$ cat src/pctr_pkg.sv
// Shared types, constants and register codes for the pulse-count temperature reader.
package pctr_pkg;

  localparam int SENSORS_DEF    = 8;
  localparam int TIMER_BITS_DEF = 16;

  localparam logic [15:0] FIRST_PULSE_RST = 16'd50000;
  localparam logic [15:0] GAP_RST         = 16'd11;
  localparam logic [11:0] MAX_COUNT_RST   = 12'd3201;
  localparam logic [1:0]  UNIT_RST        = 2'd0;

  localparam logic [11:0] FULL_SCALE = 12'd3201;

  localparam logic signed [12:0] COUNT_OFFSET = 13'sd801;
  localparam logic signed [12:0] LOW_KNEE     = 13'sd480;
  localparam logic signed [12:0] HIGH_LO      = 13'sd1600;
  localparam logic signed [12:0] HIGH_HI      = 13'sd2400;

  localparam logic signed [11:0] K_LOW  = 12'sd1005;
  localparam logic signed [11:0] K_HIGH = 12'sd988;
  localparam logic signed [11:0] K_MID  = 12'sd1000;
  localparam logic signed [23:0] OFF_LOW  = -24'sd2400;
  localparam logic signed [23:0] OFF_HIGH = 24'sd19200;

  localparam logic signed [31:0] A_CK      = 32'sd10;
  localparam logic signed [31:0] A_F       = 32'sd18;
  localparam logic signed [31:0] B_F       = 32'sd5120000;
  localparam logic signed [31:0] B_K       = 32'sd43704000;
  // rounding half of the divisor plus a bias of 32768 divisors keeps the dividend positive
  localparam logic signed [31:0] DIV_BIAS  = 32'sd20480312;

  localparam int             DVD_W     = 27;
  // ceil(2^36 / 625): exact floor division by 625 for any dividend below 2^27
  localparam logic signed [28:0] DIV_RECIP = 29'sd109951163;
  localparam int             DIV_SHIFT = 36;
  localparam logic [18:0]    QUOT_BIAS = 19'd32768;
  localparam logic [18:0]    FAULT_TEMP = 19'd256000;

  typedef enum logic [1:0] {
    REG_FIRST_PULSE = 2'd0,
    REG_GAP         = 2'd1,
    REG_MAX_COUNT   = 2'd2,
    REG_UNIT        = 2'd3
  } cfg_reg_t;

  typedef enum logic [1:0] {
    UNIT_C = 2'd0,
    UNIT_F = 2'd1,
    UNIT_K = 2'd2
  } unit_t;

  typedef enum logic [2:0] {
    PH_IDLE  = 3'b001,
    PH_WAIT  = 3'b010,
    PH_COUNT = 3'b100
  } phase_t;

  typedef struct packed {
    logic [7:0]  mask;
    logic        busy;
    logic        done;
    logic        fault;
    logic [11:0] count;
  } tick_t;

endpackage

$ cat src/pctr_ctrl.sv
// Tick sequencer: phase, pulse counter and wait timer of one measurement.
module pctr_ctrl #(
  parameter int SENSORS    = pctr_pkg::SENSORS_DEF,
  parameter int TIMER_BITS = pctr_pkg::TIMER_BITS_DEF
) (
  input  logic                 clk,
  input  logic                 rst_n,
  input  logic                 tick_en,
  input  logic                 start_req,
  input  logic [2:0]           sensor_index,
  input  logic                 pulse_edge,
  input  logic [15:0]          first_pulse_ticks,
  input  logic [15:0]          gap_ticks,
  input  logic [11:0]          max_count,
  output pctr_pkg::tick_t      tick
);

  localparam int CW = (TIMER_BITS > 16) ? TIMER_BITS : 16;
  localparam logic [TIMER_BITS-1:0] TMAX = '1;
  localparam logic [CW-1:0] TMAX_EXT = CW'(TMAX);

  pctr_pkg::phase_t        phase_r, phase_nxt;
  logic [11:0]             count_r, count_nxt;
  logic [TIMER_BITS-1:0]   timer_r, timer_nxt;
  logic [2:0]              sensor_r, sensor_nxt;

  logic                    finish, flt;
  logic [TIMER_BITS-1:0]   timer_inc;
  logic [CW-1:0]           lim_raw, lim;
  logic [7:0]              mask;

  always_comb begin
    lim_raw = CW'((phase_r == pctr_pkg::PH_WAIT) ? first_pulse_ticks : gap_ticks);
    lim = (lim_raw > TMAX_EXT) ? TMAX_EXT : lim_raw;
    if (lim == '0) begin
      lim = CW'(1);
    end
    timer_inc = (timer_r != TMAX) ? timer_r + 1'b1 : timer_r;
  end

  always_comb begin
    phase_nxt  = phase_r;
    count_nxt  = count_r;
    timer_nxt  = timer_r;
    sensor_nxt = sensor_r;
    finish     = 1'b0;
    flt        = 1'b0;
    unique case (phase_r)
      pctr_pkg::PH_WAIT, pctr_pkg::PH_COUNT: begin
        if (pulse_edge) begin
          count_nxt = count_r + 1'b1;
          timer_nxt = '0;
          phase_nxt = pctr_pkg::PH_COUNT;
          finish    = (count_nxt >= max_count);
        end else begin
          timer_nxt = timer_inc;
          if (CW'(timer_inc) >= lim) begin
            finish = 1'b1;
            flt    = (phase_r == pctr_pkg::PH_WAIT);
          end
        end
      end
      default: begin
        phase_nxt = pctr_pkg::PH_IDLE;
        if (start_req) begin
          sensor_nxt = sensor_index;
          count_nxt  = '0;
          timer_nxt  = '0;
          phase_nxt  = pctr_pkg::PH_WAIT;
        end
      end
    endcase
    if (finish) begin
      if (count_nxt == '0 || count_nxt > pctr_pkg::FULL_SCALE) begin
        flt = 1'b1;
      end
      phase_nxt = pctr_pkg::PH_IDLE;
    end
  end

  always_comb begin
    mask = '0;
    if ({29'd0, sensor_nxt} < 32'(SENSORS)) begin
      mask = 8'd1 << sensor_nxt;
    end
    tick.busy  = (phase_nxt != pctr_pkg::PH_IDLE);
    tick.mask  = tick.busy ? mask : '0;
    tick.done  = finish;
    tick.fault = flt;
    tick.count = count_nxt;
  end

  always_ff @(posedge clk) begin
    if (!rst_n) begin
      phase_r  <= pctr_pkg::PH_IDLE;
      count_r  <= '0;
      timer_r  <= '0;
      sensor_r <= '0;
    end else if (tick_en) begin
      phase_r  <= phase_nxt;
      count_r  <= count_nxt;
      timer_r  <= timer_nxt;
      sensor_r <= sensor_nxt;
    end
  end

endmodule

$ cat src/pctr_conv.sv
// Count to temperature converter: scaling, unit and reciprocal divide on one shared multiplier.
module pctr_conv (
  input  logic        clk,
  input  logic        rst_n,
  input  logic        start,
  input  logic [11:0] count,
  input  logic [1:0]  unit_select,
  output logic        done,
  output logic [18:0] temperature
);

  typedef enum logic [3:0] {
    CV_IDLE  = 4'b0001,
    CV_MUL   = 4'b0010,
    CV_SCALE = 4'b0100,
    CV_DIV   = 4'b1000
  } cv_state_t;

  cv_state_t                     st_r, st_nxt;
  logic [11:0]                   count_r;
  logic [1:0]                    unit_r;
  logic signed [23:0]            big_r;
  logic [pctr_pkg::DVD_W-1:0]    dvd_r;
  logic [18:0]                   quot_r;
  logic                          done_r;

  logic signed [12:0]            n;
  logic signed [11:0]            k;
  logic signed [23:0]            off;
  logic signed [31:0]            a, b, scaled;
  logic signed [28:0]            mul_a, mul_b;
  logic signed [57:0]            mul_p;

  always_comb begin
    n = $signed({1'b0, count_r}) - pctr_pkg::COUNT_OFFSET;
    if (n < pctr_pkg::LOW_KNEE) begin
      k   = pctr_pkg::K_LOW;
      off = pctr_pkg::OFF_LOW;
    end else if (n > pctr_pkg::HIGH_LO && n < pctr_pkg::HIGH_HI) begin
      k   = pctr_pkg::K_HIGH;
      off = pctr_pkg::OFF_HIGH;
    end else begin
      k   = pctr_pkg::K_MID;
      off = '0;
    end

    a = pctr_pkg::A_CK;
    b = '0;
    if (unit_r == pctr_pkg::UNIT_F) begin
      a = pctr_pkg::A_F;
      b = pctr_pkg::B_F;
    end else if (unit_r == pctr_pkg::UNIT_K) begin
      b = pctr_pkg::B_K;
    end

    unique case (st_r)
      CV_MUL: begin
        mul_a = 29'(n);
        mul_b = 29'(k);
      end
      CV_SCALE: begin
        mul_a = 29'(big_r);
        mul_b = 29'(a);
      end
      CV_DIV: begin
        mul_a = $signed({2'b00, dvd_r});
        mul_b = pctr_pkg::DIV_RECIP;
      end
      default: begin
        mul_a = '0;
        mul_b = '0;
      end
    endcase
    mul_p  = 58'(mul_a) * 58'(mul_b);
    scaled = 32'(mul_p) + b + pctr_pkg::DIV_BIAS;
  end

  always_comb begin
    st_nxt = st_r;
    unique case (st_r)
      CV_IDLE:  if (start) st_nxt = CV_MUL;
      CV_MUL:   st_nxt = CV_SCALE;
      CV_SCALE: st_nxt = CV_DIV;
      CV_DIV:   st_nxt = CV_IDLE;
      default:  st_nxt = CV_IDLE;
    endcase
  end

  always_ff @(posedge clk) begin
    if (!rst_n) begin
      st_r   <= CV_IDLE;
      done_r <= 1'b0;
    end else begin
      st_r   <= st_nxt;
      done_r <= (st_r == CV_DIV);
    end
  end

  always_ff @(posedge clk) begin
    if (st_r == CV_IDLE && start) begin
      count_r <= count;
      unit_r  <= unit_select;
    end
    if (st_r == CV_MUL) begin
      big_r <= 24'(mul_p + 58'(off));
    end
    if (st_r == CV_SCALE) begin
      dvd_r <= scaled[pctr_pkg::DVD_W-1:0];
    end
    if (st_r == CV_DIV) begin
      quot_r <= mul_p[pctr_pkg::DIV_SHIFT+18:pctr_pkg::DIV_SHIFT];
    end
  end

  assign done        = done_r;
  assign temperature = quot_r - pctr_pkg::QUOT_BIAS;

endmodule

$ cat src/pulse_count_temperature_reader_core.sv
// Top level of the pulse-count temperature reader: ports, registers and result stage.
//
// One input transfer is one time tick: start_req, sensor_index and pulse_edge packed in
// in_tdata. Every tick gives exactly one result transfer on out_*: the one-hot sensor
// enable, busy, fault and the signed temperature in 1/256 degree, with out_tlast high on
// the tick that finishes a measurement.
// A tick that does not finish a measurement, or that finishes with a fault, is answered
// from the result register in the cycle after its transfer; without stalls one tick
// transfers per cycle. A tick that finishes with a valid count runs the converter: one
// scaling multiply, one unit multiply-add and a reciprocal multiply for the divide by
// 625, all on one shared multiplier. Its result passes through the converter's quotient
// and done registers into the result register; in_tready stays low until that result
// is loaded, so no new tick is taken before it.
// A tick is taken while the result register is empty or being drained, so a stalled
// result holds the input side too; nothing is dropped.
// Configuration writes on cfg_* are always ready and take effect at once.
// Reset (rst_n low, synchronous) returns the block to idle with the default register
// values: first pulse window 50000, gap 11, full count 3201, Celsius.
module pulse_count_temperature_reader_core #(
  parameter int SENSORS    = pctr_pkg::SENSORS_DEF,
  parameter int TIMER_BITS = pctr_pkg::TIMER_BITS_DEF
) (
  input  logic        clk,
  input  logic        rst_n,
  input  logic        in_tvalid,
  output logic        in_tready,
  input  logic [7:0]  in_tdata,   // start_req, sensor_index[2:0], pulse_edge, zero pad
  output logic        out_tvalid,
  input  logic        out_tready,
  output logic [31:0] out_tdata,  // enable_mask[7:0], busy_res, fault, temperature[18:0], pad
  output logic        out_tlast,  // done_res
  input  logic        cfg_valid,
  output logic        cfg_ready,
  input  logic [1:0]  cfg_index,
  input  logic [15:0] cfg_data
);

  typedef enum logic [1:0] {
    ST_TICK = 2'b01,
    ST_CONV = 2'b10
  } top_state_t;

  top_state_t       st_r;
  logic [15:0]      first_pulse_r, gap_r;
  logic [11:0]      max_count_r;
  logic [1:0]       unit_r;

  logic             out_valid_r;
  logic [7:0]       mask_r;
  logic             busy_r, done_r, fault_r;
  logic [18:0]      temp_r;

  logic             accept, conv_start, conv_done;
  logic [18:0]      conv_temp;
  pctr_pkg::tick_t  tick;

  assign in_tready  = (st_r == ST_TICK) && (!out_valid_r || out_tready);
  assign accept     = in_tvalid && in_tready;
  assign conv_start = accept && tick.done && !tick.fault;
  assign cfg_ready  = 1'b1;

  pctr_ctrl #(
    .SENSORS    (SENSORS),
    .TIMER_BITS (TIMER_BITS)
  ) u_ctrl (
    .clk               (clk),
    .rst_n             (rst_n),
    .tick_en           (accept),
    .start_req         (in_tdata[0]),
    .sensor_index      (in_tdata[3:1]),
    .pulse_edge        (in_tdata[4]),
    .first_pulse_ticks (first_pulse_r),
    .gap_ticks         (gap_r),
    .max_count         (max_count_r),
    .tick              (tick)
  );

  pctr_conv u_conv (
    .clk         (clk),
    .rst_n       (rst_n),
    .start       (conv_start),
    .count       (tick.count),
    .unit_select (unit_r),
    .done        (conv_done),
    .temperature (conv_temp)
  );

  always_ff @(posedge clk) begin
    if (!rst_n) begin
      first_pulse_r <= pctr_pkg::FIRST_PULSE_RST;
      gap_r         <= pctr_pkg::GAP_RST;
      max_count_r   <= pctr_pkg::MAX_COUNT_RST;
      unit_r        <= pctr_pkg::UNIT_RST;
    end else if (cfg_valid && cfg_ready) begin
      unique case (pctr_pkg::cfg_reg_t'(cfg_index))
        pctr_pkg::REG_FIRST_PULSE: first_pulse_r <= cfg_data;
        pctr_pkg::REG_GAP:         gap_r         <= cfg_data;
        pctr_pkg::REG_MAX_COUNT:   max_count_r   <= cfg_data[11:0];
        pctr_pkg::REG_UNIT:        unit_r        <= cfg_data[1:0];
        default:                   unit_r        <= unit_r;
      endcase
    end
  end

  always_ff @(posedge clk) begin
    if (!rst_n) begin
      st_r        <= ST_TICK;
      out_valid_r <= 1'b0;
    end else begin
      unique case (st_r)
        ST_TICK: if (conv_start) st_r <= ST_CONV;
        ST_CONV: if (conv_done) st_r <= ST_TICK;
        default: st_r <= ST_TICK;
      endcase
      if ((accept && !conv_start) || conv_done) begin
        out_valid_r <= 1'b1;
      end else if (out_tready) begin
        out_valid_r <= 1'b0;
      end
    end
  end

  always_ff @(posedge clk) begin
    if (accept && !conv_start) begin
      mask_r  <= tick.mask;
      busy_r  <= tick.busy;
      done_r  <= tick.done;
      fault_r <= tick.fault;
      temp_r  <= tick.fault ? pctr_pkg::FAULT_TEMP : '0;
    end else if (conv_done) begin
      mask_r  <= '0;
      busy_r  <= 1'b0;
      done_r  <= 1'b1;
      fault_r <= 1'b0;
      temp_r  <= conv_temp;
    end
  end

  assign out_tvalid = out_valid_r;
  assign out_tlast  = done_r;
  assign out_tdata  = {3'd0, temp_r, fault_r, busy_r, mask_r};

endmodule

$ cat config.mk
export PLATFORM = sky130hd
export DESIGN_NAME = pulse_count_temperature_reader_core
export DESIGN_NICKNAME = d
export VERILOG_FILES = /design/src/pctr_pkg.sv /design/src/pctr_ctrl.sv /design/src/pctr_conv.sv /design/src/pulse_count_temperature_reader_core.sv
export SDC_FILE = /design/constraint.sdc
export NUM_CORES = 2
export LEC_CHECK = 0
export BUFFER_PORTS_ARGS = -buffer_cell sky130_fd_sc_hd__buf_2
export CAP_MARGIN = 40
export CORE_MARGIN = 2
export CORE_UTILIZATION = 65
export DETAILED_ROUTE_END_ITERATION = 7
export PLACE_DENSITY = 0.82
export SETUP_SLACK_MARGIN = 0.15
export SKIP_CTS_REPAIR_TIMING = 1
export SLEW_MARGIN = 20
export SYNTH_ARGS = -nofsm -noshare
export SYNTH_HDL_FRONTEND = slang
export SYNTH_HIERARCHICAL = 1
export SYNTH_SLANG_ARGS = --single-unit
$ cat constraint.sdc
create_clock -name clk -period 27.6 [get_ports clk]
set_input_delay 4.14 -clock clk [delete_from_list [all_inputs] [get_ports clk]]
set_output_delay 4.14 -clock clk [all_outputs]
set_load 0.01 [all_outputs]
==> impl_metrics.yaml <==
timing:
  worst_slack_ps: 14950
  whs_ps: 446
  rsz0062_at_grt: "no"
  fin_setup_tns_ps: 0
  tightest_slew_ps: 822
  max_freq_ghz: 0.0790
  hold_violations: 0
  slew_headroom_pct: 45.1
  clock-skew-final_ps: 15.4
  post-route-period-util_pct: 45.8
  setup_viol: 0
  period_minus_slack_ps: 12650
  drv_slew: 0
die:
  start_util_pct: 65.8
  die-area_mm2: 0.0513
  die_width_um: 227
  core_area_mm2: 0.0490
  io_pins: 67
  die_h_um: 227
  fp-row-count: 81
synthesis:
  synthAdderAreaFrac_pct: 48.9
  yosys.cell_count.top_type: "inv_1"
  synth.distinct_cells: 96
  synth.avg_cell_area_um2: 9.65
  netlist_instances: 3336
  yosysSeqAreaShare_pct: 16.1
  ys_top_cells_by_area: "fa_1, ha_1, edfxtp_1"
  yosysWarnings: 6
  synth_edf_count: 114
  synth-simple-area-share_pct: 11.0
  synth_compound_area_share_pct: 9.18
  async_flop_share_pct: 0
  synth_area_mm2: 0.0322
  synthTopCellsByCount: "inv_1, fa_1, ha_1"
  synth_top_area_share_pct: 34.9
  ys_ff_latch: 202
  muxShareOfSynthArea_pct: 1.07
  synth_top_family_by_area: "adder cells"
  synth_top_cell_by_area: "fa_1"
  synthXorXnorAreaFrac_pct: 3.13
  synth_ff_type: "edfxtp_1"
critical_path:
  critPathCaptureType: "register"
  crit_start: "u_conv/count_r[0]$_DFFE_PP_"
  reg2reg_to: "u_conv/dvd_r[26]$_DFFE_PN_"
  cp.required_ps: 27850
  reg2regPathDepth: 41
  arrival_ps: 12900
  crit_slowest_cell: "a21boi_4"
  criticalPathCategory: "register to register"
  r2r_start: "u_conv/count_r[0]$_DFFE_PP_"
  cp_max_fo: 19
  critPathMaxStageDelay_ps: 680
  cp-start-kind: "register"
  ff2ff_setup_slack_ps: 14950
drt:
  drtIter0Drc: 2252
  wl_per_cell_um: 19.8
  drtAntennaViolNets: 0
  drt-total-wl_mm: 80.2
  avgViaCountPerCell: 5.86
  drcViolationCount: 0
  drtPass1Iterations: 8
  vias: 23700
worst_hold_path:
  min_path_cells: 0
  hp-class: "register to register"
  hold_path_end: "u_conv/unit_r[0]$_DFFE_PP_"
  worstHoldStart: "unit_r[0]$_SDFFE_PN0P_"
place:
  io_buffer_count: 59
  place_congestion: 0.941
  dp_hpwl_mm: 66.1
  placedCellCount: 3999
  dpl_worst_slack_ps: 15380
grt:
  grt_pass1_wl_mm: 131
  overflow: 0
  grt_max_degree: 66
  antenna_found_initial: 1
  grt.total_usage_pct: 33.0
  grt_pass1_vias: 25200
finish:
  fin_cells: 4044
  drive_above_1_share_pct: 5.03
  fillers: 3606
  final_nets: 4316
  area_delta_synth_final_pct: 5.41
clocking:
  numCtsBuffers: 24
  clock_latency_ps: 520
  cts_root_buf: "clkbuf_16"
  cts_max_level: 1
  cts.sinks: 202
  clk_pin_slew_ps: 60
  cts_buffer_depth: 3
  tritoncts: "done"
job:
  maxCapViolCount: 0
power_and_ir_drop:
  leakage_nw: 17.3
  ir_drop_mv: 0.0508
  powerDensity_mw_per_mm2: 22.1
run_status:
  status: "finished, final reports clean"
-- cells by family (layout without fill, tap and decap cells) --
logic type      count (synthesis)  in the layout
compound gates                450            450
fa+ha+maj                     923            923
other cells                     4             24
mux                            34             34
flops                         202            202
xor+xnor                      115            115
buf+inv                       866            890
simple gates                  742            742
-- worst max-delay path, delay by kind of cell, from the launching register on --
family	cells	cell delay, ps
compound gates	16	4660
fa+ha+maj	12	4950
simple gates	4	1170
flops	1	500
buf+inv	7	590
xor+xnor	2	530
-- flip-flops by register name, summed over array words and instances, names as in the netlist, 2 cells and up --
signal           cells
u_conv/big_r        24
u_conv/st_r          4
st_r                 2
u_conv/count_r      12
unit_r               2
u_ctrl/count_r      12
first_pulse_r       16
u_conv/dvd_r        27
u_ctrl/timer_r      16
temp_r              19
u_ctrl/phase_r       3
mask_r               8
u_conv/quot_r       19
gap_r               16
max_count_r         12
u_conv/unit_r        2
u_ctrl/sensor_r      3
-- cell type report --
type                    instances  area, um^2  area share [%]
clock buffers                  32         674            1.99
flip-flops and latches        202        5180            15.3
well taps                     664         831            2.45
diodes                          1        2.50         0.00737
repair buffers                 77         454            1.34
clock inverters                11         173           0.509
multi-input cells            2287       23700            69.9
inverters                     770        2890            8.51
-- where the power goes --
group          internal [W]  leakage, nW  switching (W)
registers          0.000324         1.79     0.00000447
logic             0.0000327         15.1      0.0000503
clock network      0.000210        0.418       0.000129
total              0.000566         17.3       0.000184
-- layer usage --
metal  track usage, %  up-vias  share of wire [%]
met4             13.1        0                4.6
met5                0        -                  0
met2             54.8     1081                 48
met1             43.8    11800                 39
li1                 -    10600                  -
met3             5.04      216                8.0
-- cell usage in the layout, fill, tap and decap left out, drive strengths merged, types with 16 or more instances in the layout --
cell | netlist | final
inv | 768 | 770
fa | 561 | 561
ha | 362 | 362
nand2 | 257 | 257
nor2 | 188 | 188
a21oi | 141 | 141
edfxtp | 114 | 114
dfxtp | 88 | 88
o21ai | 85 | 85
xnor2 | 82 | 82
buf | 43 | 76
nand3 | 57 | 57
and2 | 47 | 47
nor3 | 47 | 47
a21o | 36 | 36
a21boi | 34 | 34
xor2 | 33 | 33
clkbuf | 53 | 33
mux2i | 31 | 31
conb | 4 | 23
nand2b | 22 | 22
and3 | 21 | 21
a31oi | 17 | 17
o21a | 16 | 16
-- worst max-delay path by stage --
stage                     slack [ps]                    endpoint  cells past startpoint
final                          14950  u_conv/dvd_r[26]$_DFFE_PN_                     41
after CTS                      15180  u_conv/dvd_r[26]$_DFFE_PN_                     41
after floorplan                16920  u_conv/dvd_r[26]$_DFFE_PN_                     42
after global routing           14440  u_conv/dvd_r[26]$_DFFE_PN_                     41
after global placement         15520  u_conv/dvd_r[26]$_DFFE_PN_                     41
after detailed placement       15380  u_conv/dvd_r[26]$_DFFE_PN_                     41
-- stage by stage --
step / total power [W] / utilization, % / cell area (um^2)
3_5_place_dp: 0.000417 / 67.6 / 33100
6_report: 0.000750 / 69.3 / 33900
2_1_floorplan: 0.000393 / - / 32300
3_3_place_gp: 0.000414 / 67.5 / 33000
5_1_grt: 0.000777 / 69.3 / 33900
4_1_cts: 0.000753 / 69.3 / 33900
Power figures use the tool's default switching activity.
